--- src/rtl/id3p_pkg.sv ---
`default_nettype none
// ----------------------------------------------------------------------------
// id3p_pkg
// Shared types and constants of the ID3v2 tag frame parser.
// ----------------------------------------------------------------------------
package id3p_pkg;

  // Result event codes
  typedef enum logic [1:0] {
    EV_TAG_HDR     = 2'd0,
    EV_NOT_ID3     = 2'd1,
    EV_FRAME_START = 2'd2,
    EV_TEXT_BYTE   = 2'd3
  } event_t;

  // Text frame kinds
  typedef enum logic [2:0] {
    KIND_TITLE  = 3'd0,
    KIND_ARTIST = 3'd1,
    KIND_ALBUM  = 3'd2,
    KIND_YEAR   = 3'd3,
    KIND_GENRE  = 3'd4
  } kind_t;

  // Signature "ID3"
  localparam logic [7:0] SIG_B0 = 8'h49;
  localparam logic [7:0] SIG_B1 = 8'h44;
  localparam logic [7:0] SIG_B2 = 8'h33;

  // Known text frame IDs, indexed by kind
  localparam int NUM_TEXT_IDS = 5;
  localparam logic [31:0] TEXT_IDS [NUM_TEXT_IDS] = '{
    32'h5449_5432,  // TIT2
    32'h5450_4531,  // TPE1
    32'h5441_4C42,  // TALB
    32'h5444_5243,  // TDRC
    32'h5443_4F4E   // TCON
  };

  // Syncsafe byte positions (unmasked OR of shifted bytes)
  localparam int SS_SHIFT0 = 21;
  localparam int SS_SHIFT1 = 14;
  localparam int SS_SHIFT2 = 7;

  // Frame header length in bytes
  localparam int FHDR_LEN = 10;

  // Input item
  typedef struct packed {
    logic       start_req;
    logic [7:0] data_byte;
  } item_t;

  // Result item
  typedef struct packed {
    event_t      event_res;
    logic [2:0]  frame_kind;
    logic [7:0]  text_byte;
    logic        last_of_frame;
    logic [7:0]  major_version;
    logic [7:0]  minor_version;
    logic [7:0]  tag_flags;
    logic [28:0] tag_size;
  } result_t;

  // Handshake between the input register and the parser
  typedef struct packed {
    logic  valid;
    item_t item;
  } stage_t;

endpackage : id3p_pkg
`default_nettype wire

--- src/rtl/id3p_in_if.sv ---
`default_nettype none
// ----------------------------------------------------------------------------
// id3p_in_if
// Byte stream channel: valid/ready with start marker and data byte.
// ----------------------------------------------------------------------------
interface id3p_in_if;
  logic       valid;
  logic       ready;
  logic       start_req;
  logic [7:0] data_byte;

  modport source (output valid, output start_req, output data_byte, input ready);
  modport sink   (input valid, input start_req, input data_byte, output ready);
endinterface : id3p_in_if
`default_nettype wire

--- src/rtl/id3p_out_if.sv ---
`default_nettype none
// ----------------------------------------------------------------------------
// id3p_out_if
// Result channel: valid/ready with tag header and text frame fields.
// ----------------------------------------------------------------------------
interface id3p_out_if;
  logic        valid;
  logic        ready;
  logic [1:0]  event_res;
  logic [2:0]  frame_kind;
  logic [7:0]  text_byte;
  logic        last_of_frame;
  logic [7:0]  major_version;
  logic [7:0]  minor_version;
  logic [7:0]  tag_flags;
  logic [28:0] tag_size;

  modport source (
    output valid, output event_res, output frame_kind, output text_byte,
    output last_of_frame, output major_version, output minor_version,
    output tag_flags, output tag_size, input ready
  );
  modport sink (
    input valid, input event_res, input frame_kind, input text_byte,
    input last_of_frame, input major_version, input minor_version,
    input tag_flags, input tag_size, output ready
  );
endinterface : id3p_out_if
`default_nettype wire

--- src/rtl/id3v2_tag_frame_parser_top.sv ---
`default_nettype none
// A byte waits in the input register, is parsed, and its result item is registered in the result register.
// Throughput: one byte per cycle while the result register can take a result; the parser state updates once per byte.
// The input and result registers let a new byte enter while a result waits.
// Reset: synchronous, active low; the parser returns to idle, no clearing pass.
// ----------------------------------------------------------------------------
// id3v2_tag_frame_parser_top
// ID3v2 tag and text frame parser over a byte stream.
// ----------------------------------------------------------------------------
module id3v2_tag_frame_parser_top
  import id3p_pkg::*;
(
  input  wire logic  clk,
  input  wire logic  rst_n,
  id3p_in_if.sink    in_if,
  id3p_out_if.source out_if
);

  stage_t  stage;
  logic    out_free;
  logic    fire;
  logic    res_valid;
  result_t res;

  // an item is parsed when held and the result slot can take it
  assign fire = stage.valid && out_free;

  id3p_in_reg u_in_reg (
    .clk   (clk),
    .rst_n (rst_n),
    .in_if (in_if),
    .take  (out_free),
    .stage (stage)
  );

  id3p_core u_core (
    .clk       (clk),
    .rst_n     (rst_n),
    .fire      (fire),
    .item      (stage.item),
    .res_valid (res_valid),
    .res       (res)
  );

  id3p_out_reg u_out_reg (
    .clk       (clk),
    .rst_n     (rst_n),
    .load      (fire),
    .res_valid (res_valid),
    .res       (res),
    .free      (out_free),
    .out_if    (out_if)
  );

endmodule : id3v2_tag_frame_parser_top
`default_nettype wire

--- src/rtl/id3p_in_reg.sv ---
`default_nettype none
// ----------------------------------------------------------------------------
// id3p_in_reg
// Input register: holds one accepted item until the parser takes it.
// ----------------------------------------------------------------------------
module id3p_in_reg
  import id3p_pkg::*;
(
  input  wire logic  clk,
  input  wire logic  rst_n,
  id3p_in_if.sink    in_if,
  input  wire logic  take,     // parser consumes the held item this cycle
  output stage_t     stage
);

  logic  valid_r, valid_nxt;
  item_t item_r;
  logic  accept;

  // free when empty or being drained
  assign in_if.ready = !valid_r || take;
  assign accept      = in_if.valid && in_if.ready;

  always_comb begin
    valid_nxt = valid_r;
    if (accept) begin
      valid_nxt = 1'b1;
    end else if (take) begin
      valid_nxt = 1'b0;
    end
  end

  always_ff @(posedge clk) begin
    if (!rst_n) begin
      valid_r <= 1'b0;
    end else begin
      valid_r <= valid_nxt;
    end
  end

  // payload, no reset
  always_ff @(posedge clk) begin
    if (accept) begin
      item_r.start_req <= in_if.start_req;
      item_r.data_byte <= in_if.data_byte;
    end
  end

  assign stage.valid = valid_r;
  assign stage.item  = item_r;

endmodule : id3p_in_reg
`default_nettype wire

--- src/rtl/id3p_core.sv ---
`default_nettype none
// ----------------------------------------------------------------------------
// id3p_core
// Parser state and next-state logic: tag header, frame headers, text bytes.
// ----------------------------------------------------------------------------
module id3p_core
  import id3p_pkg::*;
(
  input  wire logic  clk,
  input  wire logic  rst_n,
  input  wire logic  fire,        // item processed this cycle
  input  wire item_t item,
  output logic       res_valid,
  output result_t    res
);

  typedef enum logic [7:0] {
    PH_IDLE = 8'b0000_0001,
    PH_HDR  = 8'b0000_0010,
    PH_BAD  = 8'b0000_0100,
    PH_FHDR = 8'b0000_1000,
    PH_SKIP = 8'b0001_0000,
    PH_ENC  = 8'b0010_0000,
    PH_TEXT = 8'b0100_0000,
    PH_DONE = 8'b1000_0000
  } phase_t;

  // next frame header fits inside the tag
  function automatic logic frame_fits(input logic [30:0] cons, input logic [28:0] size);
    logic [31:0] need;
    need = {1'b0, cons} + 32'(FHDR_LEN);
    return need <= {3'b0, size};
  endfunction

  // OR one syncsafe byte into its position
  function automatic logic [28:0] ss_or(input logic [28:0] acc, input logic [7:0] b,
                                        input logic [1:0] pos);
    logic [28:0] ext;
    ext = {21'b0, b};
    unique case (pos)
      2'd0:    return acc | (ext << SS_SHIFT0);
      2'd1:    return acc | (ext << SS_SHIFT1);
      2'd2:    return acc | (ext << SS_SHIFT2);
      default: return acc | ext;
    endcase
  endfunction

  // signature byte for a position
  function automatic logic [7:0] sig_byte(input logic [1:0] pos);
    unique case (pos)
      2'd0:    return SIG_B0;
      2'd1:    return SIG_B1;
      default: return SIG_B2;
    endcase
  endfunction

  phase_t      phase_r, phase_nxt;
  logic [3:0]  idx_r, idx_nxt;
  logic [28:0] size_r, size_nxt;
  logic [30:0] cons_r, cons_nxt;
  logic [31:0] id_r, id_nxt;
  logic [28:0] len_r, len_nxt;
  logic [28:0] left_r, left_nxt;
  logic [2:0]  kind_r, kind_nxt;
  logic [7:0]  vhi_r, vhi_nxt;
  logic [7:0]  vlo_r, vlo_nxt;
  logic [7:0]  flg_r, flg_nxt;

  // state as seen by this item (start restarts at the signature)
  phase_t      ph_c;
  logic [3:0]  idx_c;
  logic [28:0] size_c;
  logic [30:0] cons_c;

  logic [7:0]  b;
  logic [28:0] size_new;
  logic [31:0] id_new;
  logic [31:0] total;
  logic [30:0] cons_new;
  logic [28:0] left_dec;
  logic        known;
  logic [2:0]  kind_hit;

  assign b        = item.data_byte;
  assign ph_c     = item.start_req ? PH_HDR : phase_r;
  assign idx_c    = item.start_req ? 4'd0 : idx_r;
  assign size_c   = item.start_req ? 29'd0 : size_r;
  assign cons_c   = item.start_req ? 31'd0 : cons_r;

  assign size_new = ss_or(size_c, b, 2'(idx_c - 4'd6));
  assign id_new   = {id_r[23:0], b};
  assign total    = {1'b0, cons_c} + 32'(FHDR_LEN) + {3'b0, len_r};
  assign cons_new = total[30:0];
  assign left_dec = left_r - 29'd1;

  // frame ID match against the known text frames
  always_comb begin
    known    = 1'b0;
    kind_hit = 3'd0;
    for (int k = 0; k < NUM_TEXT_IDS; k++) begin
      if (id_r == TEXT_IDS[k]) begin
        known    = 1'b1;
        kind_hit = 3'(k);
      end
    end
  end

  // next state and result
  always_comb begin
    phase_nxt = ph_c;
    idx_nxt   = idx_c;
    size_nxt  = size_c;
    cons_nxt  = cons_c;
    id_nxt    = id_r;
    len_nxt   = len_r;
    left_nxt  = left_r;
    kind_nxt  = kind_r;
    vhi_nxt   = vhi_r;
    vlo_nxt   = vlo_r;
    flg_nxt   = flg_r;
    res_valid = 1'b0;
    res       = '0;

    unique case (ph_c)
      PH_HDR: begin
        idx_nxt = idx_c + 4'd1;
        priority if (idx_c < 4'd3) begin
          if (b != sig_byte(idx_c[1:0])) begin
            if (idx_c == 4'd2) begin
              phase_nxt     = PH_DONE;
              idx_nxt       = idx_c;
              res_valid     = 1'b1;
              res.event_res = EV_NOT_ID3;
            end else begin
              phase_nxt = PH_BAD;
            end
          end
        end else if (idx_c == 4'd3) begin
          vhi_nxt = b;
        end else if (idx_c == 4'd4) begin
          vlo_nxt = b;
        end else if (idx_c == 4'd5) begin
          flg_nxt = b;
        end else begin
          size_nxt = size_new;
          if (idx_c == 4'd9) begin
            idx_nxt = idx_c;
            if (frame_fits(cons_c, size_new)) begin
              phase_nxt = PH_FHDR;
              idx_nxt   = 4'd0;
              id_nxt    = '0;
              len_nxt   = '0;
            end else begin
              phase_nxt = PH_DONE;
            end
            res_valid         = 1'b1;
            res.event_res     = EV_TAG_HDR;
            res.major_version = vhi_r;
            res.minor_version = vlo_r;
            res.tag_flags     = flg_r;
            res.tag_size      = size_new;
          end
        end
      end

      PH_BAD: begin
        if (idx_c >= 4'd2) begin
          phase_nxt     = PH_DONE;
          res_valid     = 1'b1;
          res.event_res = EV_NOT_ID3;
        end else begin
          idx_nxt = idx_c + 4'd1;
        end
      end

      PH_FHDR: begin
        priority if (idx_c < 4'd4) begin
          id_nxt  = id_new;
          idx_nxt = idx_c + 4'd1;
          // all-zero frame ID is padding: end of tag
          if (idx_c == 4'd3 && id_new == 32'd0) begin
            phase_nxt = PH_DONE;
            idx_nxt   = idx_c;
          end
        end else if (idx_c < 4'd8) begin
          len_nxt = ss_or(len_r, b, idx_c[1:0]);
          idx_nxt = idx_c + 4'd1;
        end else if (idx_c == 4'd8) begin
          idx_nxt = idx_c + 4'd1;
        end else begin
          // last header byte: frame must fit inside the tag
          if (total > {3'b0, size_c}) begin
            phase_nxt = PH_DONE;
          end else begin
            cons_nxt = cons_new;
            kind_nxt = kind_hit;
            left_nxt = len_r;
            if (len_r == 29'd0) begin
              if (frame_fits(cons_new, size_c)) begin
                phase_nxt = PH_FHDR;
                idx_nxt   = 4'd0;
                id_nxt    = '0;
                len_nxt   = '0;
              end else begin
                phase_nxt = PH_DONE;
              end
            end else begin
              phase_nxt = known ? PH_ENC : PH_SKIP;
            end
            if (known) begin
              res_valid         = 1'b1;
              res.event_res     = EV_FRAME_START;
              res.frame_kind    = kind_hit;
              res.last_of_frame = (len_r <= 29'd1);
            end
          end
        end
      end

      PH_SKIP, PH_ENC, PH_TEXT: begin
        left_nxt = left_dec;
        if (left_dec == 29'd0) begin
          if (frame_fits(cons_c, size_c)) begin
            phase_nxt = PH_FHDR;
            idx_nxt   = 4'd0;
            id_nxt    = '0;
            len_nxt   = '0;
          end else begin
            phase_nxt = PH_DONE;
          end
        end else if (ph_c == PH_ENC) begin
          // encoding byte dropped
          phase_nxt = PH_TEXT;
        end
        if (ph_c == PH_TEXT) begin
          res_valid         = 1'b1;
          res.event_res     = EV_TEXT_BYTE;
          res.frame_kind    = kind_r;
          res.text_byte     = b;
          res.last_of_frame = (left_dec == 29'd0);
        end
      end

      PH_IDLE, PH_DONE: begin
        // bytes ignored until the next start
      end

      default: begin
        phase_nxt = PH_IDLE;
      end
    endcase
  end

  // state registers, updated on each processed item
  always_ff @(posedge clk) begin
    if (!rst_n) begin
      phase_r <= PH_IDLE;
      idx_r   <= '0;
      size_r  <= '0;
      cons_r  <= '0;
      id_r    <= '0;
      len_r   <= '0;
      left_r  <= '0;
      kind_r  <= '0;
      vhi_r   <= '0;
      vlo_r   <= '0;
      flg_r   <= '0;
    end else if (fire) begin
      phase_r <= phase_nxt;
      idx_r   <= idx_nxt;
      size_r  <= size_nxt;
      cons_r  <= cons_nxt;
      id_r    <= id_nxt;
      len_r   <= len_nxt;
      left_r  <= left_nxt;
      kind_r  <= kind_nxt;
      vhi_r   <= vhi_nxt;
      vlo_r   <= vlo_nxt;
      flg_r   <= flg_nxt;
    end
  end

endmodule : id3p_core
`default_nettype wire

--- src/rtl/id3p_out_reg.sv ---
`default_nettype none
// ----------------------------------------------------------------------------
// id3p_out_reg
// Result register: holds one result item until the sink takes it.
// ----------------------------------------------------------------------------
module id3p_out_reg
  import id3p_pkg::*;
(
  input  wire logic    clk,
  input  wire logic    rst_n,
  input  wire logic    load,       // parser processes an item this cycle
  input  wire logic    res_valid,
  input  wire result_t res,
  output logic         free,       // slot empty or being drained
  id3p_out_if.source   out_if
);

  logic    valid_r, valid_nxt;
  result_t res_r;

  assign free = !valid_r || out_if.ready;

  always_comb begin
    valid_nxt = valid_r;
    if (load) begin
      valid_nxt = res_valid;
    end else if (out_if.ready) begin
      valid_nxt = 1'b0;
    end
  end

  always_ff @(posedge clk) begin
    if (!rst_n) begin
      valid_r <= 1'b0;
    end else begin
      valid_r <= valid_nxt;
    end
  end

  // payload, no reset
  always_ff @(posedge clk) begin
    if (load && res_valid) begin
      res_r <= res;
    end
  end

  assign out_if.valid         = valid_r;
  assign out_if.event_res     = res_r.event_res;
  assign out_if.frame_kind    = res_r.frame_kind;
  assign out_if.text_byte     = res_r.text_byte;
  assign out_if.last_of_frame = res_r.last_of_frame;
  assign out_if.major_version = res_r.major_version;
  assign out_if.minor_version = res_r.minor_version;
  assign out_if.tag_flags     = res_r.tag_flags;
  assign out_if.tag_size      = res_r.tag_size;

endmodule : id3p_out_reg
`default_nettype wire
--- src/flat_wrapper.sv ---
// flat-port wrapper written by rule: the top's interface ports become plain ports
module id3v2_tag_frame_parser_top_flat import id3p_pkg::*;
  (clk, rst_n, in_if_valid, in_if_start_req, in_if_data_byte, in_if_ready, out_if_valid, out_if_event_res, out_if_frame_kind, out_if_text_byte, out_if_last_of_frame, out_if_major_version, out_if_minor_version, out_if_tag_flags, out_if_tag_size, out_if_ready);
  id3p_in_if in_if_i ();
  id3p_out_if out_if_i ();
  input  wire logic clk;
  input  wire logic rst_n;
  input wire logic [$bits(in_if_i.valid)-1:0] in_if_valid;
  input wire logic [$bits(in_if_i.start_req)-1:0] in_if_start_req;
  input wire logic [$bits(in_if_i.data_byte)-1:0] in_if_data_byte;
  output wire logic [$bits(in_if_i.ready)-1:0] in_if_ready;
  output wire logic [$bits(out_if_i.valid)-1:0] out_if_valid;
  output wire logic [$bits(out_if_i.event_res)-1:0] out_if_event_res;
  output wire logic [$bits(out_if_i.frame_kind)-1:0] out_if_frame_kind;
  output wire logic [$bits(out_if_i.text_byte)-1:0] out_if_text_byte;
  output wire logic [$bits(out_if_i.last_of_frame)-1:0] out_if_last_of_frame;
  output wire logic [$bits(out_if_i.major_version)-1:0] out_if_major_version;
  output wire logic [$bits(out_if_i.minor_version)-1:0] out_if_minor_version;
  output wire logic [$bits(out_if_i.tag_flags)-1:0] out_if_tag_flags;
  output wire logic [$bits(out_if_i.tag_size)-1:0] out_if_tag_size;
  input wire logic [$bits(out_if_i.ready)-1:0] out_if_ready;
  assign in_if_i.valid = in_if_valid;
  assign in_if_i.start_req = in_if_start_req;
  assign in_if_i.data_byte = in_if_data_byte;
  assign in_if_ready = in_if_i.ready;
  assign out_if_valid = out_if_i.valid;
  assign out_if_event_res = out_if_i.event_res;
  assign out_if_frame_kind = out_if_i.frame_kind;
  assign out_if_text_byte = out_if_i.text_byte;
  assign out_if_last_of_frame = out_if_i.last_of_frame;
  assign out_if_major_version = out_if_i.major_version;
  assign out_if_minor_version = out_if_i.minor_version;
  assign out_if_tag_flags = out_if_i.tag_flags;
  assign out_if_tag_size = out_if_i.tag_size;
  assign out_if_i.ready = out_if_ready;
  id3v2_tag_frame_parser_top u_core (.clk(clk), .rst_n(rst_n), .in_if(in_if_i), .out_if(out_if_i));
endmodule
--- config.mk ---
export PLATFORM = sky130hd
export DESIGN_NAME = id3v2_tag_frame_parser_top_flat
export DESIGN_NICKNAME = d
export VERILOG_FILES = /design/src/rtl/id3p_pkg.sv /design/src/rtl/id3p_in_if.sv /design/src/rtl/id3p_out_if.sv /design/src/rtl/id3v2_tag_frame_parser_top.sv /design/src/rtl/id3p_in_reg.sv /design/src/rtl/id3p_core.sv /design/src/rtl/id3p_out_reg.sv /design/src/flat_wrapper.sv
export SDC_FILE = /design/constraint.sdc
export NUM_CORES = 1
export LEC_CHECK = 0
export ABC_CLOCK_PERIOD_IN_PS = 12200
export BUFFER_PORTS_ARGS = -buffer_cell sky130_fd_sc_hd__buf_2
export CORE_ASPECT_RATIO = 0.9
export CORE_MARGIN = 1
export CORE_UTILIZATION = 50
export CTS_CLUSTER_SIZE = 25
export DETAILED_ROUTE_END_ITERATION = 10
export GPL_ROUTABILITY_DRIVEN = 0
export GPL_TIMING_DRIVEN = 0
export PLACE_DENSITY = 0.67
export REMOVE_ABC_BUFFERS = 1
export SKIP_CTS_REPAIR_TIMING = 1
export SLEW_MARGIN = 20
export SYNTH_ARGS = -nofsm -noshare
export SYNTH_HDL_FRONTEND = slang
export SYNTH_SLANG_ARGS = --single-unit
export TNS_END_PERCENT = 10
--- constraint.sdc ---
create_clock -name clk -period 12.2 [get_ports clk]
set_input_delay 0.61 -clock clk [delete_from_list [all_inputs] [get_ports clk]]
set_output_delay 0.61 -clock clk [all_outputs]
set_load 0.005 [all_outputs]
## Yosys cells after proc, flatten, opt, wreduce, memory -nomap -nowiden

Cells that the tools add are included.

| cells by class | value |
|---|---|
| $add $sub $neg | 6 |
| $lt $le $gt $ge | 9 |
| eq/ne operators | 45 |
| mux-type cells | 140 |
| bitwise gates (word level) | 17 |
| reductions and logical operators | 28 |

Operator list:

| kind | number |
|---|---|
| 2-to-1 mux 29 bit | 24 |
| 2-to-1 mux 32 bit | 14 |
| case mux 29 bit (3 select lines) | 3 |
| 2-to-1 mux 31 bit | 6 |
| 2-to-1 mux 8 bit | 22 |
| == test 32 x 31 -> 1 bit (second input constant) | 5 |
| <= comparator 32 x 29 -> 1 bit | 3 |
| case mux 32 bit (3 select lines) | 1 |
| 2-to-1 mux 4 bit | 19 |
| adder 31 x 4 -> 32 bit (second input constant) | 2 |
| logical NOT 29 bit | 2 |
| bitwise OR 29 x 15 -> 29 bit | 2 |
| bitwise OR 29 x 22 -> 29 bit | 2 |
| bitwise OR 29 bit | 2 |
| bitwise OR 29 x 8 -> 29 bit | 2 |
| case mux 29 bit (2 select lines) | 1 |
| case mux 8 bit (5 select lines) | 1 |
| adder 32 x 29 -> 32 bit | 1 |
| greater-than comparator 32 x 29 -> 1 bit | 1 |
| logical NOT 32 bit | 1 |
| 2-to-1 mux 1 bit | 32 |
| AND reduction 15 bit | 2 |
| <= comparator 29 x 1 -> 1 bit (second input constant) | 1 |
| subtractor 29 x 1 -> 29 bit (second input constant) | 1 |
| 47 further kinds | 95 |

| storage, ports and cells | value |
|---|---|
| register bits | 267 |
| input bits | 13 |
| output and inout port bits | 69 |
| logic and storage cells | 268 |

## Longest topological paths before layout

| logic depth | value |
|---|---|
| depth in word-level cells | 13 |
| depth in mapped cells | 35 |
| depth with buffers taken out | 29 |

## Modules after synthesis

From an unflattened synthesis, not the netlist that was laid out.

| unflattened totals | value |
|---|---|
| cell total of the unflattened synthesis | 2313 |
| area total of the unflattened synthesis | 18646.6 µm² |

Modules (own cells, without submodules):

| module | times used | cells an instance | area an instance (µm²) | seq. area each (µm²) |
|---|---|---|---|---|
| id3p_core | 1 | 2225 | 16241.8 | 3783.6 |
| id3p_out_reg | 1 | 72 | 2063.2 | 2031.9 |
| id3p_in_reg | 1 | 15 | 335.3 | 290.3 |
| id3v2_tag_frame_parser_top | 1 | 1 | 6.3 | 0.0 |

## Least setup slack after synthesis

OpenSTA, ideal clock, no wires.

| timing | value |
|---|---|
| path kind | register -> register |
| start point | register u_core.u_in_reg.item_r (netlist bit u_core.u_in_reg.stage[8]) |
| end point | register u_core.u_out_reg.res_r (netlist bit u_core.u_out_reg.out_if.event_res[0]) (enable) |
| library setup time | 0.492 ns |
| arrival time | 8.323 ns |
| required time | 11.708 ns |
| setup slack | 3.384 ns |
| stages on the path, launching flop included | 28 |
| path buffers | 4 |
| clock period less this slack | 8.816 ns |
| path through | edfxtp_1 clkbuf_1 clkbuf_1 buf_1 nor2b_1 ha_1 nor2_1 nor3_2 and2_1 xnor2_1 nor2_1 ha_1 buf_2 a21oi_1 nand2_1 a221o_1 a211o_1 and2_1 ha_1 nand4_1 nor2_1 a221oi_1 a31oi_1 nor3_2 o2111ai_1 nor2b_1 nor3_1 nor2_1 |

| on the way | value |
|---|---|
| longest elaborated chain between the ends | 10 |
| elaborated cells between the ends (all ways) | 45 |
| classes of those cells | add/sub: 2; order compare: 5; eq/ne: 14; mux: 21; reduce/logical: 3 |

RTL lines:

| what | RTL line | source |
|---|---|---|
| start, declared | id3p_in_reg.sv:17 | `item_t item_r;` |
| 2-to-1 mux 31 bit / 2-to-1 mux 4 bit (equally long branches) | id3p_core.sv:88, id3p_core.sv:86 |  |
| adder 31 x 4 -> 32 bit, or another cell as far along | id3p_core.sv:92 | `assign total = {1'b0, cons_c} + 32'(FHDR_LEN) + {3'b0, len_r};` |
| adder 32 x 29 -> 32 bit / case mux 7 bit (2 select lines) (equally long branches) | id3p_core.sv:92, id3p_core.sv:50 |  |
| greater-than comparator 32 x 29 -> 1 bit / 2-to-1 mux 8 bit (equally long branches) | id3p_core.sv:192, id3p_core.sv:127 |  |
| 2-to-1 mux 1 bit / 2-to-1 mux 8 bit (equally long branches) | id3p_core.sv:192, id3p_core.sv:124 |  |
| 2-to-1 mux 1 bit / != test 8 bit (equally long branches) | id3p_core.sv:188, id3p_core.sv:128 |  |
| 2-to-1 mux 1 bit (on tied branches) | id3p_core.sv:185, id3p_core.sv:128 |  |
| 2-to-1 mux 1 bit (on tied branches) | id3p_core.sv:177, id3p_core.sv:127 |  |
| case mux 1 bit (4 select lines) * | id3p_core.sv:124 | `unique case (ph_c)` |
| logical AND 1 bit * | id3p_out_reg.sv:42 | `if (load && res_valid) begin` |
| end signal, assigned | id3p_out_reg.sv:43 | `res_r <= res;` |
| end, declared | id3p_out_reg.sv:19 | `result_t res_r;` |

Mark *: on every way between the ends. The rest lies on a longest branch, timed or not. The select of a mux whose other input is x is not followed.
A chain may end at the register's enable or synchronous reset.

## Worst setup path in the final report

| timing | value |
|---|---|
| start point | register u_core.u_in_reg.item_r (netlist bit u_core.u_in_reg.stage[8]) |
| end point | register u_core.u_core.len_r[25] |

| on the way | value |
|---|---|
| longest elaborated chain between the ends | 7 |
| elaborated cells between the ends (all ways) | 56 |
| classes of those cells | add/sub: 4; order compare: 7; eq/ne: 27; mux: 9; bitwise: 4; reduce/logical: 5 |

RTL lines:

| what | RTL line | source |
|---|---|---|
| 2-to-1 mux 31 bit / 2-to-1 mux 4 bit (equally long branches) | id3p_core.sv:88, id3p_core.sv:86 |  |
| adder 31 x 4 -> 32 bit / subtractor 2 bit (equally long branches) | id3p_core.sv:31, id3p_core.sv:92, id3p_core.sv:90 |  |
| adder 32 x 29 -> 32 bit, or another cell as far along | id3p_core.sv:92 |  |
| adder 31 x 4 -> 32 bit / case mux 29 bit (3 select lines) (equally long branches) | id3p_core.sv:31, id3p_core.sv:40 |  |
| <= comparator 32 x 29 -> 1 bit | id3p_core.sv:32 | `return need <= {3'b0, size};` |
| != test 3 bit (no line) / != test 2 bit (equally long branches) | n/a |  |
| AND reduction 15 bit (no line) | n/a |  |
| end signal, assigned | id3p_core.sv:274 | `len_r <= len_nxt;` |
| end, declared | id3p_core.sv:62 | `logic [28:0] len_r, len_nxt;` |

Parallel ways exist; a longest one is shown, timed or not. The select of a mux whose other input is x is not followed.

==> impl_metrics.json <==
{
  "wl_met3_mm": 5.06,
  "finalClockSkew_ns": 0.0263,
  "layout.cells.non_filler": 2752,
  "drt-total-wl_mm": 59.6,
  "areaGrowthSynthToFinish_pct": 9.63,
  "rows": 67,
  "dp.cells": 2694,
  "cp_slowest_stage_delay_ns": 0.81,
  "end_kind": "flop",
  "overflow": 0,
  "hold_path.class": "in2reg",
  "core_area_sq_um": 37600,
  "netlist.area_leader.share_pct": 19.8,
  "dieArea_sq_um": 39300,
  "cts_buffers": 31,
  "num_vias": 18000,
  "cts_tree": "yes",
  "path_class": "reg2reg",
  "die_h_um": 188,
  "max-vdd-ir-drop_uv": 118,
  "clockBufferDepth": 3,
  "insertion_delay_ns": 0.61,
  "antenna_cells": 0,
  "maxCapViolations": 0,
  "timing.fmax_ghz": 0.104,
  "grt_pass1_vias": 16600,
  "met2_length_mm": 26.3,
  "postSynthAreaPerCell_sq_um": 8.61,
  "wl_per_cell_um": 21.6,
  "yosysMostFrequentCell": "nand2_1",
  "rsz0062_at_grt": "no",
  "htreeDepth": 1,
  "p_total_uw": 2030,
  "cts_root_buf": "clkbuf_16",
  "cp_slowest_cell": "a211oi_4",
  "post-route-min-period_ns": 9.62,
  "drc_errors": 0,
  "final.period_utilization_pct": 78.9,
  "synth.top_cells.by_area": "dfxtp_1 (20%), edfxtp_1 (12%), ha_1 (9.9%)",
  "synth_area_sq_um": 19300,
  "hold_viol": 0,
  "arrival_ns": 10.14,
  "setup_violations": 0,
  "ys.flop_type": "dfxtp_1",
  "yosysTopAreaCell": "dfxtp_1",
  "firstDrtPassIters": 6,
  "p_leak_uw": 0.00822,
  "start_util_pct": 51.2,
  "avgViaCountPerCell": 6.54,
  "grt_pass1_wl_mm": 93.3,
  "yosys_warnings": 0,
  "powerDensity_nw_per_um2": 96.1,
  "layout-drive-gt1-share_pct": 11.9,
  "worst_pin_slew_ns": 1.07,
  "status": "complete, no violations",
  "antenna_found_initial": 0,
  "slew_viol_final": 0,
  "pin_count": 82,
  "chipWidth_um": 209,
  "clkTransAtPathRegs_ns": 0.06,
  "fin_nets": 2411,
  "portBuffers": 81,
  "ys_ff_latch": 267,
  "highest_layer": "met4",
  "synth-edff-count": 76,
  "startpoint_type": "flop",
  "ys_seq_area_share_pct": 31.7,
  "crit_fanout": 20,
  "grt.total_usage_pct": 29.7,
  "async_flop_share_pct": 0,
  "synth_common_cells": "nand2_1 (222), nor2_1 (192), dfxtp_1 (191)",
  "drt-met1-wl_mm": 26.3,
  "drtIter0Drc": 2059,
  "worstPathRequired_ns": 12.72,
  "grt_start_max_net_pins": 117,
  "antenna_left": 0,
  "synth_cell_types": 119,
  "netlist_instances": 2238,
  "cts_sinks": 267,
  "slew_headroom_pct": 28.6,
  "dp_hpwl_mm": 44.2
}
[stage by stage]
stage	hold slack (ns)	utilization, %	area (sq um)	setup slack, ns	TNS (ns)
floorplan	0.434	-	18700	3.08	0
global placement	0.450	52.3	19700	-0.500	-32.53
detailed placement	0.456	53.1	20000	2.54	0
CTS	0.163	56.1	21100	2.52	0
global route	0.174	56.1	21100	1.90	0
finish	0.181	56.1	21100	2.58	0
[cell families (layout without fill, tap and decap cells)]
kind of cell             count (synthesis)  after routing  share of synthesized area (%)
adder cells (fa/ha/maj)                154            154                           10.0
AND/OR/NAND/NOR                        935            935                           26.6
flip-flops                             267            267                           31.7
buffers and inverters                  168            199                           3.91
multiplexers                            32             32                           1.67
AO/OA/AOI/OAI                          606            606                           22.5
XOR/XNOR                                76             76                           3.59
[flip-flops by register name, indices dropped and copies added, names as in the netlist]
name and flops:
u_core.u_core.left_r 29, u_core.u_core.vlo_r 8, u_core.u_core.flg_r 8, u_core.u_out_reg.out_if.text_byte 8, u_core.u_core.idx_r 4, u_core.u_out_reg.out_if.tag_flags 8, u_core.u_out_reg.out_if.minor_version 8, u_core.u_in_reg.stage 9
u_core.u_out_reg.out_if.frame_kind 3, u_core.u_out_reg.out_if.tag_size 29, u_core.u_out_reg.out_if.valid 1, u_core.u_core.id_r 32, u_core.u_core.size_r 29, u_core.u_out_reg.out_if.last_of_frame 1, u_core.u_core.len_r 29, u_core.u_in_reg.valid_r 1
u_core.u_core.phase_r 8, u_core.u_out_reg.out_if.major_version 8, u_core.u_out_reg.out_if.event_res 2, u_core.u_core.vhi_r 8, u_core.u_core.cons_r 31, u_core.u_core.kind_r 3
[power by group]
part           switching (uW)  total [uW]  internal, uW
registers                20.7         932           912
logic                    61.8        91.7          29.9
clock network             411        1010           596
total                     493        2030          1540
[routing by layer]
layer	up-vias	global-route usage (%)
met3	137	4.95
li1	8403	-
met1	8599	41.4
met2	865	46.5
met5	-	0
met4	0	9.79
[cell type report]
type / instances / area (sq um)
fillers: 3349 / 16500
multi-input cells: 1803 / 12500
flip-flops and latches: 267 / 6110
clock buffers: 35 / 821
repair buffers: 98 / 654
well taps: 483 / 604
clock inverters: 23 / 289
inverters: 43 / 161
[critical path, delay by kind of cell (launching register included)]
kind | cells | cell delay (ns)
compound gates | 8 | 3.61
xor+xnor | 3 | 0.90
flops | 1 | 0.62
buf+inv | 1 | 0.27
fa+ha+maj | 3 | 1.05
simple gates | 13 | 3.06
[cells in the final DEF, fill, tap and decap left out, types with 41 or more instances in the layout]
| master | n |
|---|---|
| and2_1 | 59 |
| ha_1 | 153 |
| nand4_1 | 49 |
| nand3_1 | 64 |
| a22oi_1 | 43 |
| o21ai_0 | 125 |
| nor2_1 | 190 |
| edfxtp_1 | 76 |
| buf_2 | 82 |
| inv_1 | 41 |
| a21oi_1 | 118 |
| nor3_1 | 46 |
| dfxtp_1 | 191 |
| nor2b_1 | 82 |
| nand2_1 | 222 |
| xnor2_1 | 43 |
[worst paths after layout]
kind                                                          start                                   end  slack (ns)  cells past startpoint
worst max register to register   u_core.u_in_reg.stage[8]$_DFFE_PP_  u_core.u_core.len_r[25]$_SDFFE_PN0P_        2.58                     28
worst min register to register  u_core.u_core.id_r[26]$_SDFFE_PN0P_   u_core.u_core.id_r[26]$_SDFFE_PN0P_        0.47                      1
worst max-delay path             u_core.u_in_reg.stage[8]$_DFFE_PP_  u_core.u_core.len_r[25]$_SDFFE_PN0P_        2.58                     28
worst min-delay path                             in_if_data_byte[7]    u_core.u_in_reg.stage[7]$_DFFE_PP_        0.18                      1
(Power assumes the default switching activity.)
